==> config.mk <==
export PLATFORM = sky130hd
export DESIGN_NAME = json_string_escape_encoder_flat
export DESIGN_NICKNAME = d
export VERILOG_FILES = /design/src/hdl/jse_pkg.sv /design/src/hdl/jse_if.sv /design/src/hdl/jse_front.sv /design/src/hdl/jse_queue.sv /design/src/hdl/jse_back.sv /design/src/hdl/json_string_escape_encoder.sv /design/src/flat_wrapper.sv
export SDC_FILE = /design/constraint.sdc
export NUM_CORES = 1
export LEC_CHECK = 0
export BUFFER_PORTS_ARGS = -buffer_cell sky130_fd_sc_hd__buf_2
export CAP_MARGIN = 10
export CORE_MARGIN = 2
export CORE_UTILIZATION = 55
export CTS_CLUSTER_SIZE = 16
export DETAILED_ROUTE_END_ITERATION = 12
export GPL_ROUTABILITY_DRIVEN = 0
export PLACE_DENSITY = 0.71
export SLEW_MARGIN = 10
export SYNTH_ARGS = -nofsm -noshare
export SYNTH_HDL_FRONTEND = slang
export SYNTH_SLANG_ARGS = --single-unit
==> constraint.sdc <==
create_clock -name clk -period 8 [get_ports clk]
set_input_delay 0.4 -clock clk [delete_from_list [all_inputs] [get_ports clk]]
set_output_delay 0.4 -clock clk [all_outputs]
set_load 0.01 [all_outputs]
==> src/hdl/jse_pkg.sv <==
// shared types, character codes and byte-selection functions of the escape encoder
package jse_pkg;

  // default depth of the job queue between front and back
  localparam int QUEUE_DEPTH_DEF = 4;

  // character codes
  localparam logic [7:0] CH_QUOTE  = 8'h22;
  localparam logic [7:0] CH_BSLASH = 8'h5C;
  localparam logic [7:0] CH_U      = 8'h75;
  localparam logic [7:0] CH_ZERO   = 8'h30;
  localparam logic [7:0] CH_LC_A   = 8'h61;
  localparam logic [7:0] CH_LC_B   = 8'h62;
  localparam logic [7:0] CH_LC_F   = 8'h66;
  localparam logic [7:0] CH_LC_N   = 8'h6E;
  localparam logic [7:0] CH_LC_R   = 8'h72;
  localparam logic [7:0] CH_LC_T   = 8'h74;
  localparam logic [7:0] CH_LC_V   = 8'h76;

  // control codes with a short escape
  localparam logic [7:0] CTL_BS = 8'h08;
  localparam logic [7:0] CTL_HT = 8'h09;
  localparam logic [7:0] CTL_LF = 8'h0A;
  localparam logic [7:0] CTL_VT = 8'h0B;
  localparam logic [7:0] CTL_FF = 8'h0C;
  localparam logic [7:0] CTL_CR = 8'h0D;

  // first byte that is no longer a control code
  localparam logic [7:0] CTL_LIMIT = 8'h20;

  // body lengths: none for an empty body, and one for each of the three body kinds
  localparam logic [2:0] LEN_NONE    = 3'd0;
  localparam logic [2:0] LEN_PLAIN   = 3'd1;
  localparam logic [2:0] LEN_SHORT   = 3'd2;
  localparam logic [2:0] LEN_UNICODE = 3'd6;

  // how the body of one request is written out
  typedef enum logic [1:0] {
    BODY_PLAIN,
    BODY_SHORT,
    BODY_UNICODE
  } body_kind_t;

  // one classified request, as queued between front and back
  typedef struct packed {
    logic       has_open;
    logic       has_close;
    body_kind_t kind;
    logic [2:0] body_len;
    logic [2:0] last_idx;
    logic [7:0] data;
  } job_t;

  // lower-case hex digit of a nibble
  function automatic logic [7:0] hex_digit(input logic [3:0] nib);
    logic [7:0] wide;
    wide = {4'd0, nib};
    if (nib < 4'd10) begin
      hex_digit = CH_ZERO + wide;
    end else begin
      hex_digit = CH_LC_A + wide - 8'd10;
    end
  endfunction

  // byte at position j of the body
  function automatic logic [7:0] body_byte(input body_kind_t kind, input logic [7:0] data,
                                           input logic [2:0] j);
    body_byte = data;
    case (kind)
      BODY_PLAIN: begin
        body_byte = data;
      end
      BODY_SHORT: begin
        body_byte = (j == 3'd0) ? CH_BSLASH : data;
      end
      BODY_UNICODE: begin
        case (j)
          3'd0: body_byte = CH_BSLASH;
          3'd1: body_byte = CH_U;
          3'd2: body_byte = CH_ZERO;
          3'd3: body_byte = CH_ZERO;
          3'd4: body_byte = hex_digit(data[7:4]);
          default: body_byte = hex_digit(data[3:0]);
        endcase
      end
      default: begin
        body_byte = data;
      end
    endcase
  endfunction

  // byte at position k of the whole run of a request
  function automatic logic [7:0] job_byte(input job_t job, input logic [2:0] k);
    logic [2:0] j;
    j = k - {2'd0, job.has_open};
    if (job.has_open && (k == 3'd0)) begin
      job_byte = CH_QUOTE;
    end else if (j < job.body_len) begin
      job_byte = body_byte(job.kind, job.data, j);
    end else begin
      job_byte = CH_QUOTE;
    end
  endfunction

endpackage

==> src/hdl/jse_if.sv <==
// valid/ready channel interfaces for the raw byte input and the escaped byte output

// raw string bytes with their framing flags
interface jse_in_if;
  logic       valid;
  logic       ready;
  logic [7:0] char_byte;
  logic       is_first;
  logic       is_last;
  logic       is_empty;

  modport source (output valid, output char_byte, output is_first, output is_last,
                  output is_empty, input ready);
  modport sink (input valid, input char_byte, input is_first, input is_last,
                input is_empty, output ready);
endinterface

// escaped, quoted output bytes
interface jse_out_if;
  logic       valid;
  logic       ready;
  logic [7:0] out_byte;
  logic       run_last;
  logic       string_done;

  modport source (output valid, output out_byte, output run_last, output string_done,
                  input ready);
  modport sink (input valid, input out_byte, input run_last, input string_done,
                output ready);
endinterface

==> src/hdl/jse_front.sv <==
// front part: takes input requests and classifies each into a queued job
module jse_front (
  jse_in_if.sink       in_chan,
  input  logic         q_full,
  output logic         push,
  output jse_pkg::job_t job
);
  import jse_pkg::*;

  logic [7:0] letter;
  logic       is_ctl;
  logic [3:0] total;

  // ready as long as the queue has room
  assign in_chan.ready = !q_full;

  // short escape letter, zero when the byte has none
  always_comb begin
    case (in_chan.char_byte)
      CTL_BS:    letter = CH_LC_B;
      CTL_FF:    letter = CH_LC_F;
      CTL_LF:    letter = CH_LC_N;
      CTL_CR:    letter = CH_LC_R;
      CTL_HT:    letter = CH_LC_T;
      CTL_VT:    letter = CH_LC_V;
      CH_QUOTE:  letter = CH_QUOTE;
      CH_BSLASH: letter = CH_BSLASH;
      default:   letter = 8'd0;
    endcase
  end

  assign is_ctl = (in_chan.char_byte != 8'd0) && (in_chan.char_byte < CTL_LIMIT);

  // body kind and length
  always_comb begin
    job.has_open  = in_chan.is_first;
    job.has_close = in_chan.is_last;
    job.kind      = BODY_PLAIN;
    job.body_len  = LEN_PLAIN;
    job.data      = in_chan.char_byte;
    if (in_chan.is_empty) begin
      job.body_len = LEN_NONE;
    end else if (letter != 8'd0) begin
      job.kind     = BODY_SHORT;
      job.body_len = LEN_SHORT;
      job.data     = letter;
    end else if (is_ctl) begin
      job.kind     = BODY_UNICODE;
      job.body_len = LEN_UNICODE;
    end
    total        = {3'd0, in_chan.is_first} + {1'b0, job.body_len} + {3'd0, in_chan.is_last};
    job.last_idx = 3'(total - 4'd1);
  end

  // requests that give no output are taken and dropped
  assign push = in_chan.valid && in_chan.ready && (total != 4'd0);

endmodule

==> src/hdl/jse_queue.sv <==
// short job queue between the front and back parts
module jse_queue #(
  parameter int DEPTH = jse_pkg::QUEUE_DEPTH_DEF
) (
  input  logic          clk,
  input  logic          rst,
  input  logic          push,
  input  jse_pkg::job_t wr_job,
  output logic          full,
  input  logic          pop,
  output jse_pkg::job_t head,
  output logic          empty
);
  import jse_pkg::*;

  localparam int PTR_W = (DEPTH > 1) ? $clog2(DEPTH) : 1;
  localparam int CNT_W = $clog2(DEPTH + 1);

  job_t             slots [DEPTH];
  logic [PTR_W-1:0] wr_ptr;
  logic [PTR_W-1:0] rd_ptr;
  logic [CNT_W-1:0] count;
  logic             do_push;
  logic             do_pop;

  assign full    = (count == CNT_W'(DEPTH));
  assign empty   = (count == '0);
  assign do_push = push && !full;
  assign do_pop  = pop && !empty;
  assign head    = slots[rd_ptr];

  // storage
  always_ff @(posedge clk) begin
    if (do_push) begin
      slots[wr_ptr] <= wr_job;
    end
  end

  // pointers and fill count
  always_ff @(posedge clk) begin
    if (rst) begin
      wr_ptr <= '0;
      rd_ptr <= '0;
      count  <= '0;
    end else begin
      if (do_push) begin
        wr_ptr <= (wr_ptr == PTR_W'(DEPTH - 1)) ? '0 : wr_ptr + 1'b1;
      end
      if (do_pop) begin
        rd_ptr <= (rd_ptr == PTR_W'(DEPTH - 1)) ? '0 : rd_ptr + 1'b1;
      end
      if (do_push && !do_pop) begin
        count <= count + 1'b1;
      end else if (do_pop && !do_push) begin
        count <= count - 1'b1;
      end
    end
  end

endmodule

==> src/hdl/jse_back.sv <==
// back part: walks each queued job and emits one byte per cycle through an output register while out_chan is ready
module jse_back (
  input  logic          clk,
  input  logic          rst,
  input  jse_pkg::job_t head,
  input  logic          q_empty,
  output logic          pop,
  jse_out_if.source     out_chan
);
  import jse_pkg::*;

  logic [2:0] pos;
  logic       valid;
  logic [7:0] byte_reg;
  logic       last_reg;
  logic       done_reg;
  logic       load;
  logic       advance;
  logic       at_end;

  // output register takes a new byte when empty or being drained
  assign load    = !valid || out_chan.ready;
  assign advance = load && !q_empty;
  assign at_end  = (pos == head.last_idx);
  assign pop     = advance && at_end;

  // position within the current job and output valid
  always_ff @(posedge clk) begin
    if (rst) begin
      pos   <= '0;
      valid <= 1'b0;
    end else begin
      if (advance) begin
        pos <= at_end ? 3'd0 : pos + 3'd1;
      end
      if (load) begin
        valid <= !q_empty;
      end
    end
  end

  // output payload
  always_ff @(posedge clk) begin
    if (advance) begin
      byte_reg <= job_byte(head, pos);
      last_reg <= at_end;
      done_reg <= at_end && head.has_close;
    end
  end

  assign out_chan.valid       = valid;
  assign out_chan.out_byte    = byte_reg;
  assign out_chan.run_last    = last_reg;
  assign out_chan.string_done = done_reg;

endmodule

==> src/hdl/json_string_escape_encoder.sv <==
// top level of the JSON string escape encoder
//
// in_chan takes one raw string byte per request with is_first, is_last and
// is_empty flags; out_chan gives the quoted, escaped text one byte per transfer.
// is_first puts an opening quote before the byte's output, is_last a closing
// quote (string_done set) after it; run_last marks each request's final byte.
// A request with is_empty and no flags gives no output and is dropped.
// With the back part idle, the first byte of a request is written into the job
// queue and then into the output register before it shows.
// Throughput: one output byte per cycle through the single output register,
// while out_chan is ready; a request gives 1 to 8 bytes (quote, escape of up
// to six bytes, quote). Input requests are taken every cycle while the job
// queue (QUEUE_DEPTH entries) has room, so short escapes of later bytes queue
// up while a long escape is still being written out.
// When out_chan stalls, the output byte holds, the queue fills and then
// in_chan.ready drops. Reset empties the queue and the output register.
module json_string_escape_encoder #(
  parameter int QUEUE_DEPTH = jse_pkg::QUEUE_DEPTH_DEF
) (
  input  logic       clk,
  input  logic       rst,
  jse_in_if.sink     in_chan,
  jse_out_if.source  out_chan
);
  import jse_pkg::*;

  job_t front_job;
  job_t head_job;
  logic push;
  logic pop;
  logic q_full;
  logic q_empty;

  // classify requests
  jse_front u_front (
    .in_chan (in_chan),
    .q_full  (q_full),
    .push    (push),
    .job     (front_job)
  );

  // decouple front and back
  jse_queue #(
    .DEPTH (QUEUE_DEPTH)
  ) u_queue (
    .clk    (clk),
    .rst    (rst),
    .push   (push),
    .wr_job (front_job),
    .full   (q_full),
    .pop    (pop),
    .head   (head_job),
    .empty  (q_empty)
  );

  // emit bytes
  jse_back u_back (
    .clk      (clk),
    .rst      (rst),
    .head     (head_job),
    .q_empty  (q_empty),
    .pop      (pop),
    .out_chan (out_chan)
  );

endmodule

==> src/flat_wrapper.sv <==
// flat-port wrapper written by rule: the top's interface ports become plain ports
module json_string_escape_encoder_flat import jse_pkg::*;
#(
  parameter int QUEUE_DEPTH = jse_pkg::QUEUE_DEPTH_DEF
)
  (clk, rst, in_chan_valid, in_chan_char_byte, in_chan_is_first, in_chan_is_last, in_chan_is_empty, in_chan_ready, out_chan_valid, out_chan_out_byte, out_chan_run_last, out_chan_string_done, out_chan_ready);
  jse_in_if in_chan_i ();
  jse_out_if out_chan_i ();
  input  logic clk;
  input  logic rst;
  input wire logic [$bits(in_chan_i.valid)-1:0] in_chan_valid;
  input wire logic [$bits(in_chan_i.char_byte)-1:0] in_chan_char_byte;
  input wire logic [$bits(in_chan_i.is_first)-1:0] in_chan_is_first;
  input wire logic [$bits(in_chan_i.is_last)-1:0] in_chan_is_last;
  input wire logic [$bits(in_chan_i.is_empty)-1:0] in_chan_is_empty;
  output wire logic [$bits(in_chan_i.ready)-1:0] in_chan_ready;
  output wire logic [$bits(out_chan_i.valid)-1:0] out_chan_valid;
  output wire logic [$bits(out_chan_i.out_byte)-1:0] out_chan_out_byte;
  output wire logic [$bits(out_chan_i.run_last)-1:0] out_chan_run_last;
  output wire logic [$bits(out_chan_i.string_done)-1:0] out_chan_string_done;
  input wire logic [$bits(out_chan_i.ready)-1:0] out_chan_ready;
  assign in_chan_i.valid = in_chan_valid;
  assign in_chan_i.char_byte = in_chan_char_byte;
  assign in_chan_i.is_first = in_chan_is_first;
  assign in_chan_i.is_last = in_chan_is_last;
  assign in_chan_i.is_empty = in_chan_is_empty;
  assign in_chan_ready = in_chan_i.ready;
  assign out_chan_valid = out_chan_i.valid;
  assign out_chan_out_byte = out_chan_i.out_byte;
  assign out_chan_run_last = out_chan_i.run_last;
  assign out_chan_string_done = out_chan_i.string_done;
  assign out_chan_i.ready = out_chan_ready;
  json_string_escape_encoder #(.QUEUE_DEPTH(QUEUE_DEPTH)) u_core (.clk(clk), .rst(rst), .in_chan(in_chan_i), .out_chan(out_chan_i));
endmodule
==> impl_metrics.env <==
export IMPL_fin_nets=387
export IMPL_ys_types=56
export IMPL_wl_per_cell_um=17.1
export IMPL_cts_tree="yes"
export IMPL_wl_met2_um=3660
export IMPL_diodes=0
export IMPL_drive_above_1_share=0.207
export IMPL_cp_max_fo=7
export IMPL_clock_latency_ns=0.36
export IMPL_highest_layer="met4"
export IMPL_place_inst=443
export IMPL_cts_num_sinks=91
export IMPL_stdcell_count=459
export IMPL_finClkSkew_ns=0.00610
export IMPL_ir_drop_v=0.000137
export IMPL_synth_simple_gate_area_share=0.101
export IMPL_wl_met3_um=414
export IMPL_grt_max_degree=19
export IMPL_synth_async_reset_ratio=0
export IMPL_dieWidth_um=93.2
export IMPL_numPortBuffers=26
export IMPL_worst_setup_path_end_kind="register"
export IMPL_tightest_slew_ns=0.964
export IMPL_core_sq_mm=0.00773
export IMPL_dp_hpwl_um=5480
export IMPL_die_area_sq_mm=0.00869
export IMPL_crit_required_ns=8.30
export IMPL_syn_nets=357
export IMPL_synth_area_top_cells="edfxtp_1, mux4_2, dfxtp_1, ha_1, inv_1"
export IMPL_antenna_found_initial=0
export IMPL_grt_pass1_vias=2539
export IMPL_synth_xor_area_frac=0.0180
export IMPL_grt_pass1_wl_um=12800
export IMPL_fillers=588
export IMPL_power_density_mw_per_mm2=321
export IMPL_max_cap_viol_count=0
export IMPL_syn_area_sq_mm=0.00438
export IMPL_grt_usage=0.196
export IMPL_drt_first_pass_iters=5
export IMPL_cts_hold_buf=0
export IMPL_htree_levels=3
export IMPL_syn_avg_cell_area_sq_um=13.6
export IMPL_layout_common_cells="edfxtp_1, inv_1, buf_2"
export IMPL_synth_edf_count=78
export IMPL_start_util=0.566
export IMPL_crit_slowest_cell="or4_4"
export IMPL_vias=2716
export IMPL_tns_ns=0
export IMPL_crit_type="input pin to register"
export IMPL_cts_inserted_buffers=9
export IMPL_max_slew_margin_rel=0.356
export IMPL_holdWs_ns=0.270
export IMPL_drtIter0Drc=161
export IMPL_ys_seq_area_frac=0.595
export IMPL_post_cts_setup_buffers=0
export IMPL_synth_seq_cells=91
export IMPL_antenna_left=0
export IMPL_slew_violations=0
export IMPL_root_buffer="clkbuf_8"
export IMPL_clk_pin_slew_worst_paths_ns=0.09
export IMPL_r2r_slack_ns=4.18
export IMPL_worst_setup_path_start_kind="input pin"
export IMPL_wl_met1_um=3650
export IMPL_setup_violations=0
export IMPL_rows=32
export IMPL_syn_inst=322
export IMPL_hold_viol=0
export IMPL_vias_per_cell=5.92
export IMPL_leakage_nw=1.77
export IMPL_fmax_ghz=0.218
export IMPL_grt_overflow_total=0
export IMPL_synth_warnings=0
export IMPL_areaGrowthSynthToFinish_pct=10.4
export IMPL_fin_crit_sh=0.574
export IMPL_status="complete, no violations"
export IMPL_period_minus_slack_ns=4.59
export IMPL_hp_class="input pin to register"
export IMPL_die_y_um=93.2
export IMPL_final_common_cell="edfxtp_1"
export IMPL_io_pins=27
export IMPL_cpPeakStageDelay_ns=0.55
export IMPL_clk_path_buf_depth=2
export IMPL_drc=0
export IMPL_yosysTopAreaCell="edfxtp_1"
export IMPL_post_cts_resized=0
export IMPL_yosys_area_top_type_share=0.535
export IMPL_synth_top_family_by_area="multiplexers"
export IMPL_synthMuxAreaShare=0.102
export IMPL_synth_compound_area_frac=0.0898
export IMPL_cp_common_cell="inv_1"
export IMPL_synth_ff_type="edfxtp_1"
export IMPL_routed_wl_um=7870
export IMPL_crit_arrival_ns=4.89
export IMPL_rsz0062_at_grt="false"
export IMPL_synth_fa_ha_area_frac=0.0606
export IMPL_cp_cell_sequence="buf_2 -> or4_4 -> or4_4 -> nand3_1 -> nor3_1 -> inv_1 -> fa_1 -> inv_1 -> ha_1 -> inv_1 -> ha_1 -> and3_2 -> o2111ai_1 -> nor4b_4 -> a211oi_4 -> ha_1 -> inv_1 -> fa_1 -> xor2_1 -> or3_1 -> a21oi_1"
==> routing by layer <==
layer / vias up / GRT usage
li1: 1278 / -
met1: 1322 / 0.279
met2: 102 / 0.298
met3: 14 / 0.0363
met4: 0 / 0.0833
met5: - / 0
==> cell families after synthesis <==
kind of cell	Yosys count
buffers and inverters	39
AO/OA/AOI/OAI	61
flip-flops	91
XOR/XNOR	9
multiplexers	24
adder cells (fa/ha/maj)	20
AND/OR/NAND/NOR	78
==> cells in the mapped netlist, types with 3 or more instances <==
cell	n
xnor2_1	7
edfxtp_1	78
nand4_1	4
nor2b_1	3
dfxtp_1	13
a21oi_1	21
mux2i_1	7
nand3_1	7
nand2b_1	3
ha_1	18
clkbuf_1	5
o21ai_0	12
mux4_2	16
a31oi_1	3
and2_2	4
a21o_1	5
or3_1	3
nor2_1	19
inv_1	30
nor3_1	5
nand2_1	15
==> power breakdown <==
part | total [mW] | switching [mW] | internal (mW) | leakage [nW]
clock | 0.347 | 0.167 | 0.180 | 0.112
combinational | 0.550 | 0.333 | 0.217 | 0.827
sequential | 0.656 | 0.0320 | 0.624 | 0.827
total | 1.55 | 0.532 | 1.02 | 1.77
==> metrics by stage <==
stage          total power [mW]  worst slack [ns]  instance area (sq um)   util
4_1_cts                    1.56              3.41                   4830  0.625
6_report                   1.55              3.41                   4830  0.625
3_5_place_dp               1.22              3.02                   4610  0.597
3_3_place_gp               1.20              3.12                   4610  0.597
5_1_grt                    1.65              3.07                   4830  0.625
2_1_floorplan              1.07              3.41                   4380      -
==> state kept, by name, indices dropped and copies added (netlist names), named ones only <==
register and flops:
u_core.u_queue.count 3, u_core.u_queue.slots 68, u_core.u_queue.wr_ptr 2, u_core.u_back.out_chan.valid 1
u_core.u_back.out_chan.out_byte 8, u_core.u_back.pos 3, u_core.u_queue.rd_ptr 2, u_core.u_back.out_chan.run_last 1
u_core.u_back.out_chan.string_done 1
==> final cells by class <==
type	count	area, sq um	share of cell area
clock inverters	6	95.1	0.0197
well taps	102	128	0.0264
clock buffers	10	128	0.0264
inverters	31	116	0.0241
repair buffers	27	138	0.0285
multi-input cells	192	1630	0.336
flip-flops and latches	91	2600	0.539
==> path summary, 6_finish.rpt <==
kind / from / end / depth (start not counted)
hold reg to reg: u_core.u_back.out_chan.valid / u_core.u_back.out_chan.valid / 2
setup / recovery: in_chan_char_byte[0] / u_core.u_queue.count[2] / 21
setup reg to reg: register / u_core.u_back.out_chan.out_byte[0] / 10
hold / removal: in_chan_is_last / u_core.u_queue.slots[2][16] / 1
==> worst max-delay path: cells and delay by family <==
| kind | cells | cell delay [ns] |
|---|---|---|
| compound gates | 3 | 0.63 |
| xor+xnor | 1 | 0.15 |
| fa+ha+maj | 5 | 1.32 |
| simple gates | 7 | 2.02 |
| buf+inv | 5 | 0.36 |
Note: power is estimated with default switching activity, not from simulation.
